`src/hw/rtl/mtm_pkg.sv`:
```
// Shared constants, types and register codes of the mask template matcher.
`timescale 1ns / 1ps
`default_nettype none
package mtm_pkg;

    // Sizing
    localparam int MAX_CHANNELS  = 256;
    localparam int MAX_TEMPLATES = 64;
    localparam int MAX_BORDERS   = 16;
    localparam int CHUNK_BITS    = 64;

    localparam int NUM_CHUNKS  = (MAX_CHANNELS + CHUNK_BITS - 1) / CHUNK_BITS;
    localparam int TABLE_DEPTH = MAX_TEMPLATES * MAX_BORDERS;
    localparam int TBL_AW      = $clog2(TABLE_DEPTH);
    localparam int POS_W       = (NUM_CHUNKS > 1) ? $clog2(NUM_CHUNKS) : 1;
    localparam int BIT_W       = (CHUNK_BITS > 1) ? $clog2(CHUNK_BITS) : 1;
    localparam int PFX_DEPTH   = MAX_CHANNELS + 1;
    localparam int CH_W        = $clog2(PFX_DEPTH);
    localparam int TI_W        = $clog2(MAX_TEMPLATES + 1);
    localparam int TIX_W       = (MAX_TEMPLATES > 1) ? $clog2(MAX_TEMPLATES) : 1;
    localparam int BJ_W        = $clog2(MAX_BORDERS);
    // widest count: every interval spans a full border range
    localparam int CNT_W       = $clog2((MAX_BORDERS - 1) * 512 + 1);

    // Fixed field widths
    localparam int TI_FW   = 6;
    localparam int BI_FW   = 4;
    localparam int BV_W    = 9;
    localparam int MASK_W  = 64;
    localparam int CHAN_W  = 9;
    localparam int CIDX_W  = 3;
    localparam int CDATA_W = 9;

    // Register indexes
    localparam logic [CIDX_W-1:0] REG_DIFF_LIMIT    = 3'd0;
    localparam logic [CIDX_W-1:0] REG_FIRST_CHANNEL = 3'd1;
    localparam logic [CIDX_W-1:0] REG_TEMPLATE_CNT  = 3'd2;
    localparam logic [CIDX_W-1:0] REG_BORDERS       = 3'd3;
    localparam logic [CIDX_W-1:0] REG_CHANNEL_CNT   = 3'd4;

    localparam logic [CHAN_W-1:0] NO_MATCH = 9'h1FF;

    typedef enum logic [1:0] {
        K_LOAD,
        K_CHUNK,
        K_LAST
    } t_kind;

    typedef struct packed {
        t_kind                 kind;
        logic [TI_FW-1:0]      ti;
        logic [BI_FW-1:0]      bi;
        logic [BV_W-1:0]       bv;
        logic [CHUNK_BITS-1:0] bits;
    } t_cmd;

    typedef struct packed {
        logic [8:0] diff_limit;
        logic [7:0] first_channel;
        logic [6:0] template_count;
        logic [4:0] borders;
        logic [8:0] channel_count;
    } t_cfg;

    typedef struct packed {
        logic busy;
    } t_bstat;

endpackage
`default_nettype wire

```
`src/hw/rtl/mtm_front.sv`:
```
// Front end: accepts words, classifies them and holds them in a short queue.
`timescale 1ns / 1ps
`default_nettype none
module mtm_front
    import mtm_pkg::*;
(
    input  wire logic              i_clk,
    input  wire logic              i_rst_n,
    input  wire logic              i_valid,
    output logic                   o_ready,
    input  wire logic              i_op,
    input  wire logic [TI_FW-1:0]  i_template_index,
    input  wire logic [BI_FW-1:0]  i_border_index,
    input  wire logic [BV_W-1:0]   i_border_value,
    input  wire logic [MASK_W-1:0] i_mask_bits,
    input  wire logic              i_last_chunk,
    output t_cmd                   o_cmd,
    output logic                   o_cmd_valid,
    input  wire logic              i_pop
);

    localparam int QDEPTH = 2;

    t_cmd       r_q [QDEPTH];
    logic       r_wr, r_rd;
    logic [1:0] r_cnt;
    logic       in_range, push;
    t_cmd       cmd;

    // classify: out-of-range loads are dropped here
    always_comb begin
        in_range  = (int'(i_template_index) < MAX_TEMPLATES) &&
                    (int'(i_border_index) < MAX_BORDERS);
        cmd.ti    = i_template_index;
        cmd.bi    = i_border_index;
        cmd.bv    = i_border_value;
        cmd.bits  = i_mask_bits[CHUNK_BITS-1:0];
        if (!i_op) begin
            cmd.kind = K_LOAD;
        end else if (i_last_chunk) begin
            cmd.kind = K_LAST;
        end else begin
            cmd.kind = K_CHUNK;
        end
    end

    assign o_ready     = (r_cnt != 2'(QDEPTH));
    assign push        = i_valid && o_ready && (i_op || in_range);
    assign o_cmd_valid = (r_cnt != 2'd0);
    assign o_cmd       = r_q[r_rd];

    // queue storage
    always_ff @(posedge i_clk) begin
        if (push) begin
            r_q[r_wr] <= cmd;
        end
    end

    // queue pointers
    always_ff @(posedge i_clk) begin
        if (!i_rst_n) begin
            r_wr  <= 1'b0;
            r_rd  <= 1'b0;
            r_cnt <= 2'd0;
        end else begin
            if (push) begin
                r_wr <= ~r_wr;
            end
            if (i_pop) begin
                r_rd <= ~r_rd;
            end
            r_cnt <= r_cnt + 2'(push) - 2'(i_pop);
        end
    end

endmodule
`default_nettype wire

```
`config.mk`:
```
export PLATFORM = sky130hd
export DESIGN_NAME = mtm_front
export DESIGN_NICKNAME = d
export VERILOG_FILES = /design/src/hw/rtl/mtm_pkg.sv /design/src/hw/rtl/mtm_front.sv
export SDC_FILE = /design/constraint.sdc
export NUM_CORES = 1
export LEC_CHECK = 0
export BUFFER_PORTS_ARGS = -buffer_cell sky130_fd_sc_hd__buf_2
export CAP_MARGIN = 10
export CORE_UTILIZATION = 50
export CTS_CLUSTER_DIAMETER = 200
export CTS_CLUSTER_SIZE = 24
export DETAILED_ROUTE_END_ITERATION = 12
export GPL_TIMING_DRIVEN = 0
export PLACE_DENSITY = 0.82
export SYNTH_ARGS = -nofsm -noshare
export SYNTH_HDL_FRONTEND = slang
export SYNTH_SLANG_ARGS = --single-unit
export TNS_END_PERCENT = 1
```
`constraint.sdc`:
```
create_clock -name i_clk -period 4.15 [get_ports i_clk]
set_clock_uncertainty 0.15 [all_clocks]
set_input_delay 0.415 -clock i_clk [delete_from_list [all_inputs] [get_ports i_clk]]
set_output_delay 0.415 -clock i_clk [all_outputs]
set_load 0.005 [all_outputs]
```
==> results of run 1 <==
[cell usage after synthesis, types with 2 or more instances]
cell type | count | area [um^2]
sky130_fd_sc_hd__mux2_2 | 35 | 394
sky130_fd_sc_hd__buf_2 | 3 | 15.0
sky130_fd_sc_hd__edfxtp_1 | 170 | 5100
sky130_fd_sc_hd__inv_1 | 2 | 7.51
sky130_fd_sc_hd__nand3b_1 | 2 | 15.0
sky130_fd_sc_hd__and2_1 | 4 | 25.0
sky130_fd_sc_hd__nand2_1 | 2 | 7.51
sky130_fd_sc_hd__dfxtp_1 | 5 | 100
sky130_fd_sc_hd__mux2_1 | 50 | 563
sky130_fd_sc_hd__buf_6 | 5 | 56.3
[cell families after synthesis]
group,count (synthesis),synth area share (%)
buffers and inverters,11,1.34
and+or+nand+nor,14,1.34
muxes,86,15.1
xor gates and xnor gates,2,0.273
adders and majority gates,1,0.195
AOI/OAI and AO/OA,5,0.702
DFF,175,81.1
[state kept, by name, indices dropped and copies added (netlist names), named ones only]
| name | flops |
|---|---|
| r_cnt | 2 |
| r_q | 170 |
| r_rd | 1 |
| r_wr | 1 |
[placed cells by master (no fill, tap or decap), types with 2 or more instances in the layout]
cell	n
sky130_fd_sc_hd__clkbuf_16	17
sky130_fd_sc_hd__mux2_1	50
sky130_fd_sc_hd__buf_16	2
sky130_fd_sc_hd__mux2_2	35
sky130_fd_sc_hd__and2_1	4
sky130_fd_sc_hd__buf_2	178
sky130_fd_sc_hd__clkinvlp_4	3
sky130_fd_sc_hd__clkinv_2	3
sky130_fd_sc_hd__nand3b_1	2
sky130_fd_sc_hd__edfxtp_1	170
sky130_fd_sc_hd__buf_6	5
sky130_fd_sc_hd__bufinv_16	2
sky130_fd_sc_hd__clkinv_1	3
sky130_fd_sc_hd__nand2_1	2
sky130_fd_sc_hd__dfxtp_1	5
sky130_fd_sc_hd__inv_6	3
[routing by layer]
layer  wire length [um]  track usage, %  up-vias
met1               4230            18.8     1612
li1                   -               -     1558
met5                  0               0        -
met2               5490            27.4      115
met4                142            8.40        0
met3                658            5.43       12
[power groups by stage]
stage	Clock [mW]	Sequential, mW	Combinational, mW
floorplan	0	2.19	0.244
global placement	0	2.20	0.444
detailed placement	0	2.19	0.475
CTS	1.54	2.15	0.479
global route	1.60	2.16	0.516
finish	1.50	2.15	0.468
[critical path, stage by stage (launching register included)]
cell                      delay, ps
sky130_fd_sc_hd__dfxtp_1        380
sky130_fd_sc_hd__buf_4          250
sky130_fd_sc_hd__buf_6          180
sky130_fd_sc_hd__mux2_1         350
sky130_fd_sc_hd__buf_2          130
[area by class of cell]
cell class                 count  share of cell area (%)
sequential                   175                    63.9
multi-input combinational    108                    13.9
timing repair buffer         177                    11.4
clock buffer                  17                    5.22
tap                          172                    2.64
clock inverter                15                    1.77
buffer                         9                   0.968
inverter                       2                   0.123
[worst max-delay path by stage]
| stage | from | end | slack [ps] | cells past startpoint |
|---|---|---|---|---|
| after floorplan | r_cnt[0]$_SDFF_PN0_ | r_q[1][0]$_DFFE_PP_ | 940 | 2 |
| after global placement | r_cnt[0]$_SDFF_PN0_ | r_q[1][46]$_DFFE_PP_ | 30 | 2 |
| after detailed placement | r_cnt[0]$_SDFF_PN0_ | r_q[0][47]$_DFFE_PP_ | 2090 | 4 |
| after CTS | flip-flop | o_cmd[59] | 1810 | 4 |
| after global routing | flip-flop | o_cmd[61] | 1750 | 4 |
| final | flip-flop | o_cmd[61] | 1880 | 4 |
[through the flow]
step	instances	cell area [um^2]	worst slack [ps]
6_report	675	8140	1880
5_1_grt	675	8140	1750
4_1_cts	675	8140	1810
3_5_place_dp	643	7570	2090
3_3_place_gp	641	7510	25.3
2_1_floorplan	294	6420	940
==> results.txt, run 1 <==
----------------------------------------------------
[Placed design]
  Detailed Place HPWL ... ~7100 um
  Port Buffer Count ... 175
  Routability Congestion ... 0.645

[Route]
  Wire length after detailed routing ... around 11000 um
  Post-route antenna net violation count ... 0
  Count of TritonRoute iterations in the first routing pass ... 4
  Total vias in the final route ... 3297
  Number of remaining DRC errors ... 0
  Number of DRC markers in iteration 0 ... 149
  Mean number of vias per cell ... slightly below 5
  Routed length per placed instance ... between 15 and 20 um

[Pwr]
  Peak supply drop ... 0.302 mV
  Logic gate share of total power ... between 10% and 20%
  Power density over the cells ... 506 nW/um^2
  Internal Pwr Total ... 3.23 mW
  Fraction of power spent switching nets ... 21.7%
  Proportion of power drawn by the clock network ... 36.5%
  Sequential power share ... 52.2%
  Leakage component of the power ... 3.08 nW
  Net switching power ... 894 uW
  Final Power ... 4.12 mW

[Logic synthesis]
  Synth async-reset ratio ... 0%
  Post-Syn Area ... 6420 um^2
  Prevailing post-synth register cell ... sky130_fd_sc_hd__edfxtp_1
  Number of synthesized register bits ... 175
  Post-Syn Instances ... 294
  Sequential cell area fraction in the yosys report ... 81.1%
  Avg Cell Area, Syn ... 21.8 um^2
  Number of distinct library cell variants in the gate-level netlist after synthesis ... 26
  EDFF count, synth ... 170
  Synthesis warning total ... 0
  Net count after synthesis ... 384

[Timing]
  Setup repair after global routing missed its margin ... false
  Tightest Pin Transition ... 603 ps
  Sum of negative setup slack ... 0 ps
  Number of setup violations in the final report ... 0
  Fmax ... 441 MHz
  Final Critical Period ... 2270 ps
  Ratio of final minimum period to clock period ... 54.6%
  Number of failing hold endpoints at the final stage ... 0
  Final-layout worst hold slack ... 39.1 ps
  Slew headroom ... 59.8%
  Final max-slew violation count ... 0

[CTS]
  CTS tree ... built
  Clk_lat worst skew ... 410 ps
  CTS-repair resized insts ... 0
  Number of setup buffers added after CTS ... 0
  Sinks on Clock Net ... 175
  Clock H-tree levels ... 4
  TritonCTS Buffers ... 17
  Clk pin slew, worst setup/hold paths ... about 60 ps
  Root buffer selected by CTS ... sky130_fd_sc_hd__clkbuf_16
  Number of buffers on the longest clock path ... 2
  Hold Buf Count CTS ... 0

[Die]
  Die height ... around 120 um
  Initial Utilization ... about half
  I/O pin total ... 176
  Standard-cell row count ... 41
  Standard cell core area ... 12600 um^2
  Area of the die ... 13300 um^2
  Horizontal extent of the die ... 115 um

[Worst setup path]
  Required time of the critical path ... 3590 ps
  Startpoint of the lowest-slack register-to-register path ... r_cnt[0]$_SDFF_PN0_
  Register-to-register setup slack ... ~2100 ps
  R2R depth ... 4
  Kind of critical path ... flip-flop to output pin
  Terminus of the critical flop-to-flop path ... r_q[0][41]$_DFFE_PP_
  Crit path DAT ... between 1500 and 2000 ps
  Kind of end point of the critical path ... output pin
  Critical path fanouts, max ... 10
  Worst setup SP type ... flip-flop

[Global route]
  Global-route wire length before repair ... 16000 um
  Initial antenna violation count ... 0
  Remaining Overflow, GRT ... 0
  Via count of the first global-routing pass ... 3379
  GRT Util Overall ... 16.4%
  Pin count of the biggest net entering global routing ... 47

[Hold path]
  Hold Path Depth ... 1
  Worst hold path startpoint ... i_mask_bits[12]
  Hold path endpoint ... r_q[0][12]$_DFFE_PP_
  Path type of the worst min-delay path ... input port to flip-flop

[Cells and area]
  Share of post-route cells with drive strength above 1 ... approximately 50%
  Post-layout net count ... 580
  Total area of multi-input combinational cells ... 1130 um^2
  Antenna fix cells ... 0
  Filler instances ... 880
  Post-route core utilization ... 64.8%
  Area used by sequential logic in the layout ... 5200 um^2
  Layout overhead on the synthesized area ... 26.8%

[Run status]
  Status ... finished, final reports clean

[Job]
  Max-capacitance violation count ... 0

----------------------------------------------------
(Power assumes the default switching activity.)
==> run 2, diff against run 1 <==
- clock period: 4.15 -> 2.3 ns (I/O delays scaled with it)
==> run 2 against run 1 <==
Combinational power increased by 110%. Final area increased by 12%. Non-clock buffer count increased by 86.
==> results.txt, run 2 (same netlist as run 1, synthesis figures left out) <==
----------------------------------------------------
[Job]
  Max-capacitance violation count ... 0 (unchanged)

[CTS]
  Sinks on Clock Net ... 175 (unchanged)
  Root buffer selected by CTS ... sky130_fd_sc_hd__clkbuf_16
  Clk_lat worst skew ... 420 ps (about the same)
  TritonCTS Buffers ... 17 (unchanged)
  CTS tree ... built
  Number of buffers on the longest clock path ... 2 (unchanged)
  CTS-repair resized insts ... 0 (unchanged)
  Clk pin slew, worst setup/hold paths ... 60 ps (about the same)
  Clock H-tree levels ... 4 (unchanged)

[Worst setup path]
  Peak per-stage delay on the critical path ... 400 ps (+20 ps)
  Cell-by-cell trace of the critical path ... buf_4 > buf_6 > mux2_1 > buf_2
  Kind of critical path ... flip-flop to output pin
  Crit path DAT ... 1730 ps (+30 ps)
  Worst setup SP type ... flip-flop
  Register-to-register setup slack ... 280 ps (-1850 ps)
  Critical path fanouts, max ... 10 (unchanged)
  Required time of the critical path ... 1920 ps (-1670 ps)
  Kind of end point of the critical path ... output pin
  Crit-path slowest cell ... sky130_fd_sc_hd__dfxtp_1

[Die]
  Initial Utilization ... 51.1% (unchanged)
  Standard-cell row count ... 41 (unchanged)
  Horizontal extent of the die ... 115 um (unchanged)
  Standard cell core area ... 12600 um^2 (unchanged)
  Die height ... 115 um (unchanged)
  Area of the die ... 13300 um^2 (unchanged)
  I/O pin total ... 176 (unchanged)

[Cells and area]
  Antenna fix cells ... 0 (unchanged)
  Layout overhead on the synthesized area ... 41.6%
  Most frequent standard cell in the layout excluding fill and tap cells ... sky130_fd_sc_hd__buf_2
  Filler instances ... 777 (-12%)
  Most used cells in the layout excluding fill and tap cells ... 178 x sky130_fd_sc_hd__buf_2, 170 x sky130_fd_sc_hd__edfxtp_1, 86 x sky130_fd_sc_hd__dlygate4sd3_1
  Number of flip-flops in the largest register ... 170 (unchanged)
  Top reg by flops ... r_q
  Largest registers in the final layout ... r_q: 170 flops, r_cnt: 2 flops
  Post-route core utilization ... 72.3% (+7.5 points)
  Share of post-route cells with drive strength above 1 ... 43.0% (-7.7 points)
  Post-layout net count ... 666 (+15%)

[Route]
  Count of TritonRoute iterations in the first routing pass ... 4 (unchanged)
  Post-route antenna net violation count ... 0 (unchanged)
  Number of remaining DRC errors ... 0 (unchanged)
  Number of DRC markers in iteration 0 ... 146 (-2.0%)
  Mean number of vias per cell ... 4.87 (-0.38%)
  Routed length per placed instance ... 16.6 um (+6.3%)
  Total vias in the final route ... 3703 (+12%)
  Wire length after detailed routing ... 12600 um (+20%)

[Timing]
  Slew headroom ... 60.8% (+0.98 points)
  Ratio of final minimum period to clock period ... slightly above 90%
  Number of failing hold endpoints at the final stage ... 0 (unchanged)
  Final Critical Period ... 2110 ps
  Final max-slew violation count ... 0 (unchanged)
  Number of setup violations in the final report ... 0 (unchanged)
  Tightest Pin Transition ... 589 ps (-14.6 ps)
  Fmax ... 474 MHz
  Final-layout worst hold slack ... 78.0 ps (+38.9 ps)
  Setup repair after global routing missed its margin ... false

[Global route]
  Initial antenna violation count ... 0 (unchanged)
  Remaining Overflow, GRT ... 0 (unchanged)
  GRT Util Overall ... 19.4% (+3.0 points)
  Global-route wire length before repair ... 18600 um (+16%)
  Pin count of the biggest net entering global routing ... 48 (+2.1%)
  Via count of the first global-routing pass ... 3885 (+15%)

[Pwr]
  Peak supply drop ... 0.748 mV (+150%)
  Proportion of power drawn by the clock network ... 39.2% (+2.7 points)
  Power density over the cells ... 881 nW/um^2 (+74%)
  Leakage component of the power ... 3.47 nW (+13%)
  Logic gate share of total power ... 12.2% (+0.8 points)
  Net switching power ... 1.64 mW (+84%)
  Fraction of power spent switching nets ... 20.5% (-1.2 points)
  Internal Pwr Total ... 6.36 mW (+97%)
  Sequential power share ... 48.5% (-3.7 points)

[Hold path]
  Path type of the worst min-delay path ... input port to flip-flop

[Placed design]
  Routability Congestion ... 0.717 (+11%)
  Detailed Place HPWL ... 7090 um (-0.81%)
  Port Buffer Count ... 175 (unchanged)

[Run status]
  Status ... finished, final reports clean

----------------------------------------------------
==> run 2: power by group through the flow <==
| stage | clock, mW | combinational [mW] | sequential [mW] |
|---|---|---|---|
| finish | 3.14 | 0.978 | 3.89 |
| detailed placement | 0 | 0.857 | 3.95 |
| global placement | 0 | 0.805 | 3.96 |
| floorplan | 0 | 0.441 | 3.94 |
| CTS | 3.19 | 0.980 | 3.88 |
| global route | 3.32 | 1.06 | 3.91 |
==> run 2: critical path: cells and delay by family, from the launching register on <==
kind / cells / cell delay [ps]
muxes: 1 / 360
DFF: 1 / 400
buffers and inverters: 3 / 560
==> run 2: routing by layer <==
metal | track usage, % | part of all wire (%)
met3 | 5.96 | 6.3
met1 | 20.2 | 37
met4 | 9.70 | 2.1
met5 | 0 | 0
met2 | 35.4 | 54
==> run 2: final cells by class <==
type	instances	area [um^2]	area share [%]
clock inverter	11	213	2.34
inverter	2	10.0	0.110
buffer	9	78.8	0.867
multi-input combinational	108	1130	12.5
clock buffer	21	440	4.85
sequential	175	5200	57.3
tap	172	215	2.37
timing repair buffer	263	1790	19.7
==> run 2: per-stage QoR <==
step	setup WS, ps	cell area [um^2]	setup TNS, ps	total power, mW	std cells
floorplan	-603	6420	-51270	4.38	294
global placement	-1430	7510	-158630	4.76	641
detailed placement	264	7570	0	4.81	643
CTS	139	9090	0	8.05	761
global route	80.6	9090	0	8.29	761
finish	189	9090	0	8.00	761
==> run 2: what timing repair did <==
item                                   CTS  global route
endpoints found under the hold margin  175             0
setup buffers                            0             0
hold buffers                            86             0
==> run 2: final timing paths <==
| kind | cells after the start | to | start |
|---|---|---|---|
| setup / recovery | 4 | o_cmd[82] | flip-flop |
| hold reg to reg | 2 | r_rd$_SDFFE_PN0P_ | r_rd$_SDFFE_PN0P_ |
| hold / removal | 3 | r_rd$_SDFFE_PN0P_ | i_pop |
| setup reg to reg | 4 | r_q[0][63]$_DFFE_PP_ | r_cnt[0]$_SDFF_PN0_ |
